File: config.mk
export PLATFORM = sky130hd
export DESIGN_NAME = keyword_token_spotter
export DESIGN_NICKNAME = d
export VERILOG_FILES = /design/src/hw/rtl/kts_pkg.sv /design/src/hw/rtl/kts_front.sv /design/src/hw/rtl/kts_queue.sv /design/src/hw/rtl/kts_back.sv /design/src/hw/rtl/keyword_token_spotter.sv
export SDC_FILE = /design/constraint.sdc
export NUM_CORES = 1
export LEC_CHECK = 0
export ABC_AREA = 1
export BUFFER_PORTS_ARGS = -buffer_cell sky130_fd_sc_hd__buf_2
export CAP_MARGIN = 20
export CORE_UTILIZATION = 55
export DETAILED_ROUTE_END_ITERATION = 10
export PLACE_DENSITY_LB_ADDON = 0.1
export SLEW_MARGIN = 25
export SYNTH_ARGS = -nofsm -noshare
export SYNTH_HDL_FRONTEND = slang
export SYNTH_SLANG_ARGS = --single-unit
File: constraint.sdc
create_clock -name i_clk -period 5.6 [get_ports i_clk]
set_clock_uncertainty 0.05 [all_clocks]
set_input_delay 0.28 -clock i_clk [delete_from_list [all_inputs] [get_ports i_clk]]
set_output_delay 0.28 -clock i_clk [all_outputs]
set_load 0.005 [all_outputs]
File: src/hw/rtl/kts_pkg.sv
// ----------------------------------------------------------------------------
// kts_pkg: keyword token spotter shared definitions
// Keyword table, delimiter classification and common widths.
// ----------------------------------------------------------------------------
package kts_pkg;

    localparam int CHAR_W   = 8;
    localparam int KW_COUNT = 22;
    localparam int KW_BYTES = 8;
    localparam int KW_LEN_W = 4;
    localparam int ID_W     = 5;

    typedef enum logic [ID_W-1:0] {
        KW_IF       = 5'd0,
        KW_ELSE     = 5'd1,
        KW_WHILE    = 5'd2,
        KW_DO       = 5'd3,
        KW_BREAK    = 5'd4,
        KW_CONTINUE = 5'd5,
        KW_INT      = 5'd6,
        KW_DOUBLE   = 5'd7,
        KW_FLOAT    = 5'd8,
        KW_RETURN   = 5'd9,
        KW_CHAR     = 5'd10,
        KW_CASE     = 5'd11,
        KW_SIZEOF   = 5'd12,
        KW_LONG     = 5'd13,
        KW_SHORT    = 5'd14,
        KW_TYPEDEF  = 5'd15,
        KW_SWITCH   = 5'd16,
        KW_UNSIGNED = 5'd17,
        KW_VOID     = 5'd18,
        KW_STATIC   = 5'd19,
        KW_STRUCT   = 5'd20,
        KW_GOTO     = 5'd21
    } t_kw_id;

    // Keyword text with the first character in the lowest byte
    // (literals are written back to front for that reason).
    function automatic logic [KW_BYTES*CHAR_W-1:0] kw_text(input t_kw_id k);
        logic [KW_BYTES*CHAR_W-1:0] t;
        case (k)
            KW_IF:       t = 64'("fi");
            KW_ELSE:     t = 64'("esle");
            KW_WHILE:    t = 64'("elihw");
            KW_DO:       t = 64'("od");
            KW_BREAK:    t = 64'("kaerb");
            KW_CONTINUE: t = 64'("eunitnoc");
            KW_INT:      t = 64'("tni");
            KW_DOUBLE:   t = 64'("elbuod");
            KW_FLOAT:    t = 64'("taolf");
            KW_RETURN:   t = 64'("nruter");
            KW_CHAR:     t = 64'("rahc");
            KW_CASE:     t = 64'("esac");
            KW_SIZEOF:   t = 64'("foezis");
            KW_LONG:     t = 64'("gnol");
            KW_SHORT:    t = 64'("trohs");
            KW_TYPEDEF:  t = 64'("fedepyt");
            KW_SWITCH:   t = 64'("hctiws");
            KW_UNSIGNED: t = 64'("dengisnu");
            KW_VOID:     t = 64'("diov");
            KW_STATIC:   t = 64'("citats");
            KW_STRUCT:   t = 64'("tcurts");
            KW_GOTO:     t = 64'("otog");
            default:     t = '0;
        endcase
        return t;
    endfunction

    function automatic logic [KW_LEN_W-1:0] kw_len(input t_kw_id k);
        logic [KW_LEN_W-1:0] n;
        case (k)
            KW_IF, KW_DO:                                    n = 4'd2;
            KW_INT:                                          n = 4'd3;
            KW_ELSE, KW_CHAR, KW_CASE, KW_LONG, KW_VOID,
            KW_GOTO:                                         n = 4'd4;
            KW_WHILE, KW_BREAK, KW_FLOAT, KW_SHORT:          n = 4'd5;
            KW_DOUBLE, KW_RETURN, KW_SIZEOF, KW_SWITCH,
            KW_STATIC, KW_STRUCT:                            n = 4'd6;
            KW_TYPEDEF:                                      n = 4'd7;
            KW_CONTINUE, KW_UNSIGNED:                        n = 4'd8;
            default:                                         n = 4'd0;
        endcase
        return n;
    endfunction

    function automatic logic is_delim(input logic [CHAR_W-1:0] c);
        logic d;
        case (c)
            " ", "+", "-", "*", "/", ",", ";", ">",
            "<", "=", "(", ")", "[", "]", "{", "}": d = 1'b1;
            default:                               d = 1'b0;
        endcase
        return d;
    endfunction

endpackage

File: src/hw/rtl/kts_front.sv
// ----------------------------------------------------------------------------
// kts_front: character intake and token assembly
// Classifies each character, builds the pending token and pushes every
// finished, non-empty, non-overflowed token into the token queue.
// ----------------------------------------------------------------------------
module kts_front #(
    parameter int MAX_TOKEN = 8,
    parameter int CNT_W     = $clog2(MAX_TOKEN + 1)
) (
    input  logic                                  i_clk,
    input  logic                                  i_rst_n,
    input  logic                                  i_valid,
    output logic                                  o_ready,
    input  logic [kts_pkg::CHAR_W-1:0]            i_char_code,
    input  logic                                  i_line_end,
    input  logic                                  i_full,
    output logic                                  o_push,
    output logic [MAX_TOKEN*kts_pkg::CHAR_W-1:0]  o_chars,
    output logic [CNT_W-1:0]                      o_len
);
    import kts_pkg::*;

    logic [MAX_TOKEN-1:0][CHAR_W-1:0] r_chars, n_chars;
    logic [CNT_W-1:0]                 r_count, n_count;
    logic                             r_ovf,   n_ovf;
    logic                             accept, delim, append, grow_ovf, finish;
    logic [CNT_W-1:0]                 grow_count;

    assign o_ready = !i_full;
    assign accept  = i_valid && o_ready;
    assign delim   = is_delim(i_char_code);
    assign append  = !delim && (r_count < CNT_W'(MAX_TOKEN));

    always_comb begin
        n_chars = r_chars;
        for (int j = 0; j < MAX_TOKEN; j++) begin
            if (append && (r_count == CNT_W'(j))) begin
                n_chars[j] = i_char_code;
            end
        end
    end

    assign grow_count = append ? r_count + CNT_W'(1) : r_count;
    assign grow_ovf   = r_ovf || (!delim && !append);

    // A delimiter ends the held token; otherwise a line end ends the grown one.
    always_comb begin
        if (delim) begin
            finish = (r_count != '0) && !r_ovf;
            o_len  = r_count;
        end else begin
            finish = i_line_end && (grow_count != '0) && !grow_ovf;
            o_len  = grow_count;
        end
        if (delim || i_line_end) begin
            n_count = '0;
            n_ovf   = 1'b0;
        end else begin
            n_count = grow_count;
            n_ovf   = grow_ovf;
        end
    end

    assign o_push  = accept && finish;
    assign o_chars = n_chars;

    always_ff @(posedge i_clk) begin
        if (!i_rst_n) begin
            r_count <= '0;
            r_ovf   <= 1'b0;
        end else if (accept) begin
            r_count <= n_count;
            r_ovf   <= n_ovf;
        end
    end

    always_ff @(posedge i_clk) begin
        if (accept) begin
            r_chars <= n_chars;
        end
    end

endmodule

File: src/hw/rtl/kts_queue.sv
// ----------------------------------------------------------------------------
// kts_queue: two-entry token queue
// Decouples token assembly from keyword matching.
// ----------------------------------------------------------------------------
module kts_queue #(
    parameter int WIDTH = 72
) (
    input  logic             i_clk,
    input  logic             i_rst_n,
    input  logic             i_push,
    input  logic [WIDTH-1:0] i_data,
    output logic             o_full,
    input  logic             i_pop,
    output logic             o_empty,
    output logic [WIDTH-1:0] o_data
);
    logic [1:0][WIDTH-1:0] r_mem;
    logic                  r_wr, r_rd;
    logic [1:0]            r_cnt;

    assign o_full  = (r_cnt == 2'd2);
    assign o_empty = (r_cnt == 2'd0);
    assign o_data  = r_mem[r_rd];

    always_ff @(posedge i_clk) begin
        if (!i_rst_n) begin
            r_wr  <= 1'b0;
            r_rd  <= 1'b0;
            r_cnt <= 2'd0;
        end else begin
            if (i_push) begin
                r_wr <= !r_wr;
            end
            if (i_pop) begin
                r_rd <= !r_rd;
            end
            case ({i_push, i_pop})
                2'b10:   r_cnt <= r_cnt + 2'd1;
                2'b01:   r_cnt <= r_cnt - 2'd1;
                default: r_cnt <= r_cnt;
            endcase
        end
    end

    always_ff @(posedge i_clk) begin
        if (i_push) begin
            r_mem[r_wr] <= i_data;
        end
    end

endmodule

File: src/hw/rtl/kts_back.sv
// ----------------------------------------------------------------------------
// kts_back: keyword match and result register
// Compares a finished token against all keywords at once and holds a hit
// in the output register until it is taken.
// ----------------------------------------------------------------------------
module kts_back #(
    parameter int MAX_TOKEN = 8,
    parameter int CNT_W     = $clog2(MAX_TOKEN + 1)
) (
    input  logic                                  i_clk,
    input  logic                                  i_rst_n,
    input  logic                                  i_empty,
    input  logic [MAX_TOKEN*kts_pkg::CHAR_W-1:0]  i_chars,
    input  logic [CNT_W-1:0]                      i_len,
    output logic                                  o_pop,
    output logic                                  o_valid,
    input  logic                                  i_ready,
    output logic [kts_pkg::ID_W-1:0]              o_keyword_id
);
    import kts_pkg::*;

    logic                      r_valid;
    logic [ID_W-1:0]           r_id;
    logic                      hit;
    logic [ID_W-1:0]           hit_id;
    logic [KW_BYTES*CHAR_W-1:0] head;
    logic [KW_BYTES*CHAR_W-1:0] ref_txt;
    logic [KW_LEN_W-1:0]       ref_len;
    logic                      same;

    assign head  = i_chars[KW_BYTES*CHAR_W-1:0];
    assign o_pop = !i_empty && (!r_valid || i_ready);

    // Keywords are distinct, so at most one can match.
    always_comb begin
        hit     = 1'b0;
        hit_id  = '0;
        ref_txt = '0;
        ref_len = '0;
        same    = 1'b0;
        for (int k = 0; k < KW_COUNT; k++) begin
            ref_txt = kw_text(t_kw_id'(k));
            ref_len = kw_len(t_kw_id'(k));
            same    = (i_len == CNT_W'(ref_len));
            for (int j = 0; j < KW_BYTES; j++) begin
                if ((KW_LEN_W'(j) < ref_len) &&
                    (head[j*CHAR_W +: CHAR_W] != ref_txt[j*CHAR_W +: CHAR_W])) begin
                    same = 1'b0;
                end
            end
            if (same) begin
                hit    = 1'b1;
                hit_id = ID_W'(k);
            end
        end
    end

    always_ff @(posedge i_clk) begin
        if (!i_rst_n) begin
            r_valid <= 1'b0;
        end else if (o_pop) begin
            r_valid <= hit;
        end else if (i_ready) begin
            r_valid <= 1'b0;
        end
    end

    always_ff @(posedge i_clk) begin
        if (o_pop && hit) begin
            r_id <= hit_id;
        end
    end

    assign o_valid      = r_valid;
    assign o_keyword_id = r_id;

endmodule

File: src/hw/rtl/keyword_token_spotter.sv
// ----------------------------------------------------------------------------
// keyword_token_spotter: keyword recognition over a character stream
// Splits bytes into tokens and reports the index of each C keyword found.
// ----------------------------------------------------------------------------
// One character transaction is taken every clock cycle unless the token queue
// is full. Tokens end at one of sixteen delimiters or after a character flagged
// as line end; a token that equals a keyword yields its index after passing
// through the two-entry token queue and the result register. Tokens longer
// than MAX_TOKEN never match. Input stalls only when the token queue is full,
// which happens only while results are held back downstream.
module keyword_token_spotter #(
    parameter int MAX_TOKEN = 8
) (
    input  logic                       i_clk,
    input  logic                       i_rst_n,
    input  logic                       i_valid,
    output logic                       o_ready,
    input  logic [kts_pkg::CHAR_W-1:0] i_char_code,
    input  logic                       i_line_end,
    output logic                       o_valid,
    input  logic                       i_ready,
    output logic [kts_pkg::ID_W-1:0]   o_keyword_id
);
    import kts_pkg::*;

    localparam int CNT_W = $clog2(MAX_TOKEN + 1);
    localparam int TOK_W = MAX_TOKEN * CHAR_W;
    localparam int Q_W   = TOK_W + CNT_W;

    logic             push, pop, full, empty;
    logic [TOK_W-1:0] f_chars;
    logic [CNT_W-1:0] f_len;
    logic [Q_W-1:0]   q_out;

    kts_front #(
        .MAX_TOKEN (MAX_TOKEN),
        .CNT_W     (CNT_W)
    ) u_front (
        .i_clk       (i_clk),
        .i_rst_n     (i_rst_n),
        .i_valid     (i_valid),
        .o_ready     (o_ready),
        .i_char_code (i_char_code),
        .i_line_end  (i_line_end),
        .i_full      (full),
        .o_push      (push),
        .o_chars     (f_chars),
        .o_len       (f_len)
    );

    kts_queue #(
        .WIDTH (Q_W)
    ) u_queue (
        .i_clk   (i_clk),
        .i_rst_n (i_rst_n),
        .i_push  (push),
        .i_data  ({f_len, f_chars}),
        .o_full  (full),
        .i_pop   (pop),
        .o_empty (empty),
        .o_data  (q_out)
    );

    kts_back #(
        .MAX_TOKEN (MAX_TOKEN),
        .CNT_W     (CNT_W)
    ) u_back (
        .i_clk        (i_clk),
        .i_rst_n      (i_rst_n),
        .i_empty      (empty),
        .i_chars      (q_out[TOK_W-1:0]),
        .i_len        (q_out[Q_W-1:TOK_W]),
        .o_pop        (pop),
        .o_valid      (o_valid),
        .i_ready      (i_ready),
        .o_keyword_id (o_keyword_id)
    );

endmodule
* Yosys cells after proc, flatten, opt, wreduce, memory -nomap -nowiden *
Index checks and enable logic that the tools add are counted.

cells by class
  add/sub/neg operators = 3
  equal/unequal tests = 102
  reductions and logical operators = 39
  multiplexer cells = 169
  order comparisons = 4

operators by type and width
  kind                                                                          count
  8-bit by 7-bit != test with 1-bit output, second input constant               69
  68-bit two-way mux                                                            3
  136-bit bitwise mux                                                           1
  1-bit two-way mux                                                             134
  8-bit by 6-bit == test with 1-bit output, second input constant               12
  5-bit two-way mux                                                             14
  68-bit demux with 1-bit select                                                1
  8-bit two-way mux                                                             8
  4-bit by 3-bit == test with 1-bit output, second input constant               8
  8-bit by 7-bit == test with 1-bit output, second input constant               4
  1-bit logical AND                                                             18
  4-bit by 2-bit == test with 1-bit output, second input constant               4
  16-bit OR reduction                                                           1
  3-bit two-way mux                                                             4
  4-bit two-way mux                                                             3
  1-bit zero test                                                               9
  4-bit nonzero test                                                            2
  6-bit OR reduction                                                            1
  4-bit by 1-bit adder with 4-bit output, second input constant                 1
  2-bit == test, second input constant                                          2
  4-bit by 1-bit == test with 1-bit output, second input constant               1
  4-bit == test, second input constant                                          1
  4-bit zero test                                                               1
  1-bit by 2-bit less-than comparator with 1-bit output, second input constant  2
  10 further kinds                                                              13

storage, ports and cells
  bits in registers = 215
  output and inout bits = 7
  input port bits = 13
  word-level logic and storage cells = 336

* Logic depth before layout (Yosys ltp) *
  depth in word-level cells = 29
  gate-level depth with buffers = 19
  mapped depth without buffers = 18

* Cells and area by module *
A second synthesis with hierarchy kept.

unflattened totals
  cell total of the unflattened synthesis = 950
  area, all modules = 10538.9 um2

modules (own cells, without submodules)
  module     times used  cells an instance  area each (um2)  sequential area each (um2)
  kts_queue  1           245                5459.0           4164.0
  kts_front  1           296                3088.0           2021.9
  kts_back   1           409                1991.9           170.2

* Worst setup path after synthesis *
No wires, ideal clock.

  path kind = input-to-reg
  from = input port i_char_code[7] (netlist name)
  to = register u_queue.r_mem[0] (netlist name), enable pin
  stages on the path = 9
  buffers on the path = 1
  path slack = 715 ps
  required time = 5056 ps
  setup time = 494 ps
  arrival = 4340 ps
  cell sequence = inv_1 -> o21ai_0 -> nor3_1 -> nand3_1 -> buf_2 -> or3_1 -> nand2_1 -> nand2_1 -> nor2_1

between the ends
  cells in the longest elaborated chain, start to end = 12
  elaborated cells between the ends (all ways) = 30
  those cells by class = eq/ne (16); mux (3); reduce/logical (11)

RTL lines
  element                                                                                               line                         RTL
  from (decl)                                                                                           keyword_token_spotter.sv:18  input logic [kts_pkg::CHAR_W-1:0] i_char_code,
  8-bit by 6-bit == test with 1-bit output or 8-bit by 7-bit == test with 1-bit output (tied branches)  kts_pkg.sv:89                case (c)
  16-bit OR reduction *                                                                                 kts_pkg.sv:89
  1-bit two-way mux *                                                                                   kts_pkg.sv:89
  parallel branches: the longest is 7 deep, another holds 4-bit two-way mux                             -
  1-bit two-way mux *                                                                                   kts_front.sv:48              if (delim) begin
  1-bit logical AND *                                                                                   kts_front.sv:64              assign o_push = accept && finish;
  to (signal, indexed assignment)                                                                       kts_queue.sv:47              r_mem[r_wr] <= i_data;
  to (decl)                                                                                             kts_queue.sv:17              logic [1:0][WIDTH-1:0] r_mem;

Mark *: on every way between the ends.
A chain may end at the register's enable or synchronous reset.

* Final worst setup path *
  from = register u_queue.r_rd
  to = register u_back.r_id[1] (netlist: u_back.o_keyword_id[1]), enable pin

between the ends
  cells in the longest elaborated chain, start to end = 29
  elaborated cells between the ends (all ways) = 206
  those cells by class = eq/ne (76); mux (129); reduce/logical (1)

RTL lines
  element                                                                 line                            RTL
  from (decl)                                                             kts_queue.sv:18                 logic r_wr, r_rd;
  from (signal assigned)                                                  kts_queue.sv:35                 r_rd <= !r_rd;
  68-bit two-way mux (implied by the code) * (2 in series)                kts_queue.sv:23                 assign o_data = r_mem[r_rd];
  8-bit by 7-bit != test with 1-bit output, or another cell as far along  kts_back.sv:47                  (head[j*CHAR_W +: CHAR_W] != ref_txt[j*CHAR_W +: CHAR_W])) begin
  1-bit two-way mux (4 in series)                                         kts_back.sv:46                  if ((KW_LEN_W'(j) < ref_len) &&
  1-bit two-way mux (on tied branches) (4 in series)                      kts_back.sv:51, kts_back.sv:46
  1-bit two-way mux (16 in series)                                        kts_back.sv:51                  if (same) begin
  1-bit two-way mux *                                                     kts_back.sv:51
  1-bit logical AND *                                                     kts_back.sv:69                  if (o_pop && hit) begin
  to (signal assigned)                                                    kts_back.sv:70                  r_id <= hit_id;
  to (decl)                                                               kts_back.sv:23                  logic [ID_W-1:0] r_id;

Every way passes the cells marked *; elsewhere a longest branch is shown, timed or not. The select of a mux whose other input is x is not followed.

==> run metrics <==
sink count of the clock tree 215; floorplan die height 140 um; pin count of the biggest net entering global routing 70; non-filler cells, final 1400; global-route wire length before repair 38800 um; classification of the worst setup path flip-flop to flip-flop; share of flip-flops with an asynchronous set or reset 0%; # setup viols final 0; initial antenna violation count 0; Worst-Skew Late Latency 520 ps; initial core utilization 57.0%; Reg clk slew, reported paths 60 ps; number of placement rows 49; worst setup slack after layout 2250 ps; final slew viol count 0; antenna cell count 0; Remaining Overflow, GRT 0; drt first pass iters 5; Post-Synthesis Mean Instance Area 9.19 sq um; Mapped Cells 1132; I/O pin count 20; ys flop type sky130_fd_sc_hd__edfxtp_1; Data arrival, critical path 3520 ps; multi-input combinational cell area 0.00329 sq mm; power per cell area 429 mW/mm^2; final net count 1173; static leakage power 4.68 nW; PostCTS Resize Cnt 0; half-perimeter wire length after placement 17700 um; share of synthesized area occupied by flip-flops and latches 61.1%; area share of the leading cell type in the synthesized netlist 59.2%; Yosys Warn Count 0; number of nets produced by synthesis 1150; utilization after layout 62.0%; total power consumption of the routed design 4.86 mW; signed area change from the synthesized netlist to the final layout 8.78%; Final Hold Fails 0; Synth cell types 35; number of post-CTS setup repair buffers 0; slew at the pin closest to its max-slew limit 985 ps; drt initial violations 589; number of fill cells in the layout 1536; maximum clock frequency 298 MHz; vias per inst 5.31; Placed Cells 1357; DR WL/cell 18.0 um; Final GP Congestion 1.03; worst setup slack before clock tree synthesis 1780 ps; Setup TNS Final 0 ps; Max-Cap Viols 0; Hold Crit Class input pin to flip-flop; GR Util All Layers 26.8%; H-tree depth 1; clock tree from TritonCTS built; residual antenna-violating net count after detailed routing 0; die span in x 140 um; core footprint 0.0183 sq mm; Max VDD drop 0.329 mV; number of vias in the routed layout 7428; RSZ-0062 raised after global routing false; DRC violations left 0; critical path fanouts, max 68; Die Outline Area 0.0195 sq mm; clock buffer count from CTS 23; synthesized flop and latch total 215; length in cells of the worst reg-to-reg path 15; final-layout worst hold slack 107 ps; vias in the first global route 6997; cells taking the most area after synthesis sky130_fd_sc_hd__edfxtp_1 59%, sky130_fd_sc_hd__nand2_1 14%, sky130_fd_sc_hd__inv_1 5.0%, sky130_fd_sc_hd__nor2_1 4.6%, sky130_fd_sc_hd__o21ai_0 3.8%; data required time of the critical path 5760 ps; count of flip-flops with a built-in enable after synthesis 205; placed inst area 0.0106 sq mm; port buffer count 19; final period demand of the worst path 3350 ps; synthesized area 0.0104 sq mm; area of all sequential standard cells 0.00636 sq mm; capturing element type of the critical path flip-flop; hold-critical path depth 6; leading area contributor after synthesis sky130_fd_sc_hd__edfxtp_1; library cell used as clock root buffer sky130_fd_sc_hd__clkbuf_16; final wirelength 25200 um; period utilization 59.8%; outcome finished clean; fraction of layout instances using a drive strength above 1 9.05%; CP startpoint kind flip-flop; final instance area 0.0113 sq mm; Clock Path Buffers 3; Slew Limit Headroom 34.1%
[final cells by class]
class / count / share of cell area (%)
Sequential cell: 215 / 56.2
Multi-Input combinational cell: 747 / 29.0
Clock buffer: 31 / 5.35
Inverter: 142 / 4.75
Tap cell: 229 / 2.53
Timing Repair Buffer: 26 / 1.35
Clock inverter: 10 / 0.807
[worst paths after layout]
path | start | to | slack [ps]
min reg2reg | u_queue.r_cnt[1] | u_queue.r_cnt[1] | 430
max | u_queue.r_rd | u_back.o_keyword_id[1] | 2250
min | i_line_end | u_front.r_count[0] | 110
max reg2reg | u_queue.r_rd | u_back.o_keyword_id[1] | 2250
[cells in the mapped netlist, types with 2 or more instances]
cell and instances:
sky130_fd_sc_hd__nor3b_1 2, sky130_fd_sc_hd__nand4_1 14, sky130_fd_sc_hd__a21oi_1 14, sky130_fd_sc_hd__clkbuf_1 10, sky130_fd_sc_hd__nand2_1 378, sky130_fd_sc_hd__ha_1 5
sky130_fd_sc_hd__inv_2 2, sky130_fd_sc_hd__o21ai_2 5, sky130_fd_sc_hd__inv_1 139, sky130_fd_sc_hd__edfxtp_1 205, sky130_fd_sc_hd__buf_6 9, sky130_fd_sc_hd__nor2_1 127
sky130_fd_sc_hd__nand3b_1 6, sky130_fd_sc_hd__dfxtp_1 10, sky130_fd_sc_hd__nor2_2 16, sky130_fd_sc_hd__buf_2 3, sky130_fd_sc_hd__nor3_1 13, sky130_fd_sc_hd__nand2_2 21
sky130_fd_sc_hd__o21ai_0 79, sky130_fd_sc_hd__buf_4 3, sky130_fd_sc_hd__buf_12 2, sky130_fd_sc_hd__nand3_1 56
[cell families after synthesis]
| logic type | synth area share [%] |
|---|---|
| xor+xnor | 0.0842 |
| simple gates | 25.7 |
| buf+inv | 7.39 |
| flops | 61.1 |
| compound gates | 5.18 |
| fa+ha+maj | 0.601 |
[worst max-delay path, stage by stage, from the launching register on]
cell	delay (ps)
sky130_fd_sc_hd__dfxtp_2	620
sky130_fd_sc_hd__buf_4	650
sky130_fd_sc_hd__nand3_1	140
sky130_fd_sc_hd__nand2_1	170
sky130_fd_sc_hd__inv_2	60
sky130_fd_sc_hd__nor2_2	280
sky130_fd_sc_hd__nand3_1	170
sky130_fd_sc_hd__nor2_1	200
sky130_fd_sc_hd__nand2_1	80
sky130_fd_sc_hd__nand2_1	90
sky130_fd_sc_hd__nor2_1	70
sky130_fd_sc_hd__nand2_2	70
sky130_fd_sc_hd__nor2_1	50
sky130_fd_sc_hd__nand3_2	60
sky130_fd_sc_hd__nand2_2	60
sky130_fd_sc_hd__inv_1	170
[state kept, by name (all words and copies together), names as in the netlist]
| name | count |
|---|---|
| u_back.o_keyword_id | 5 |
| u_back.o_valid | 1 |
| u_front.r_chars | 64 |
| u_front.r_count | 4 |
| u_front.r_ovf | 1 |
| u_queue.r_cnt | 2 |
| u_queue.r_mem | 136 |
| u_queue.r_rd | 1 |
| u_queue.r_wr | 1 |
[routing by layer]
| metal | up-vias | global-route usage [%] | wire length [um] |
|---|---|---|---|
| li1 | 3741 | - | - |
| met1 | 3378 | 37.4 | 11300 |
| met2 | 245 | 41.0 | 11100 |
| met3 | 64 | 4.09 | 1610 |
| met4 | 0 | 13.7 | 1200 |
| met5 | - | 0 | 0 |
[report_power, final]
| group | switching [mW] | internal, mW | total, mW |
|---|---|---|---|
| sequential | 0.0816 | 2.09 | 2.17 |
| clock | 0.600 | 0.809 | 1.41 |
| combinational | 0.981 | 0.301 | 1.28 |
| total | 1.66 | 3.20 | 4.86 |
[cells in the final DEF, fill, tap and decap left out, drive strengths merged]
cell and count:
a2111oi 1, a211oi 1, a21oi 15, and2 1, buf 24, bufinv 1, clkbuf 31, clkinv 7
clkinvlp 1, dfxtp 10, dlygate4sd3 2, edfxtp 205, ha 5, inv 143, nand2 399, nand3 57
nand3b 6, nand4 14, nor2 144, nor3 14, nor3b 2, nor4 1, o21ai 85, or3 1
xnor2 1
[repair_timing]
item,CTS,global route
hold buffers,2,0
hold endpoints to repair,5,0
setup endpoints to repair,0,0
(Power assumes the default switching activity.)
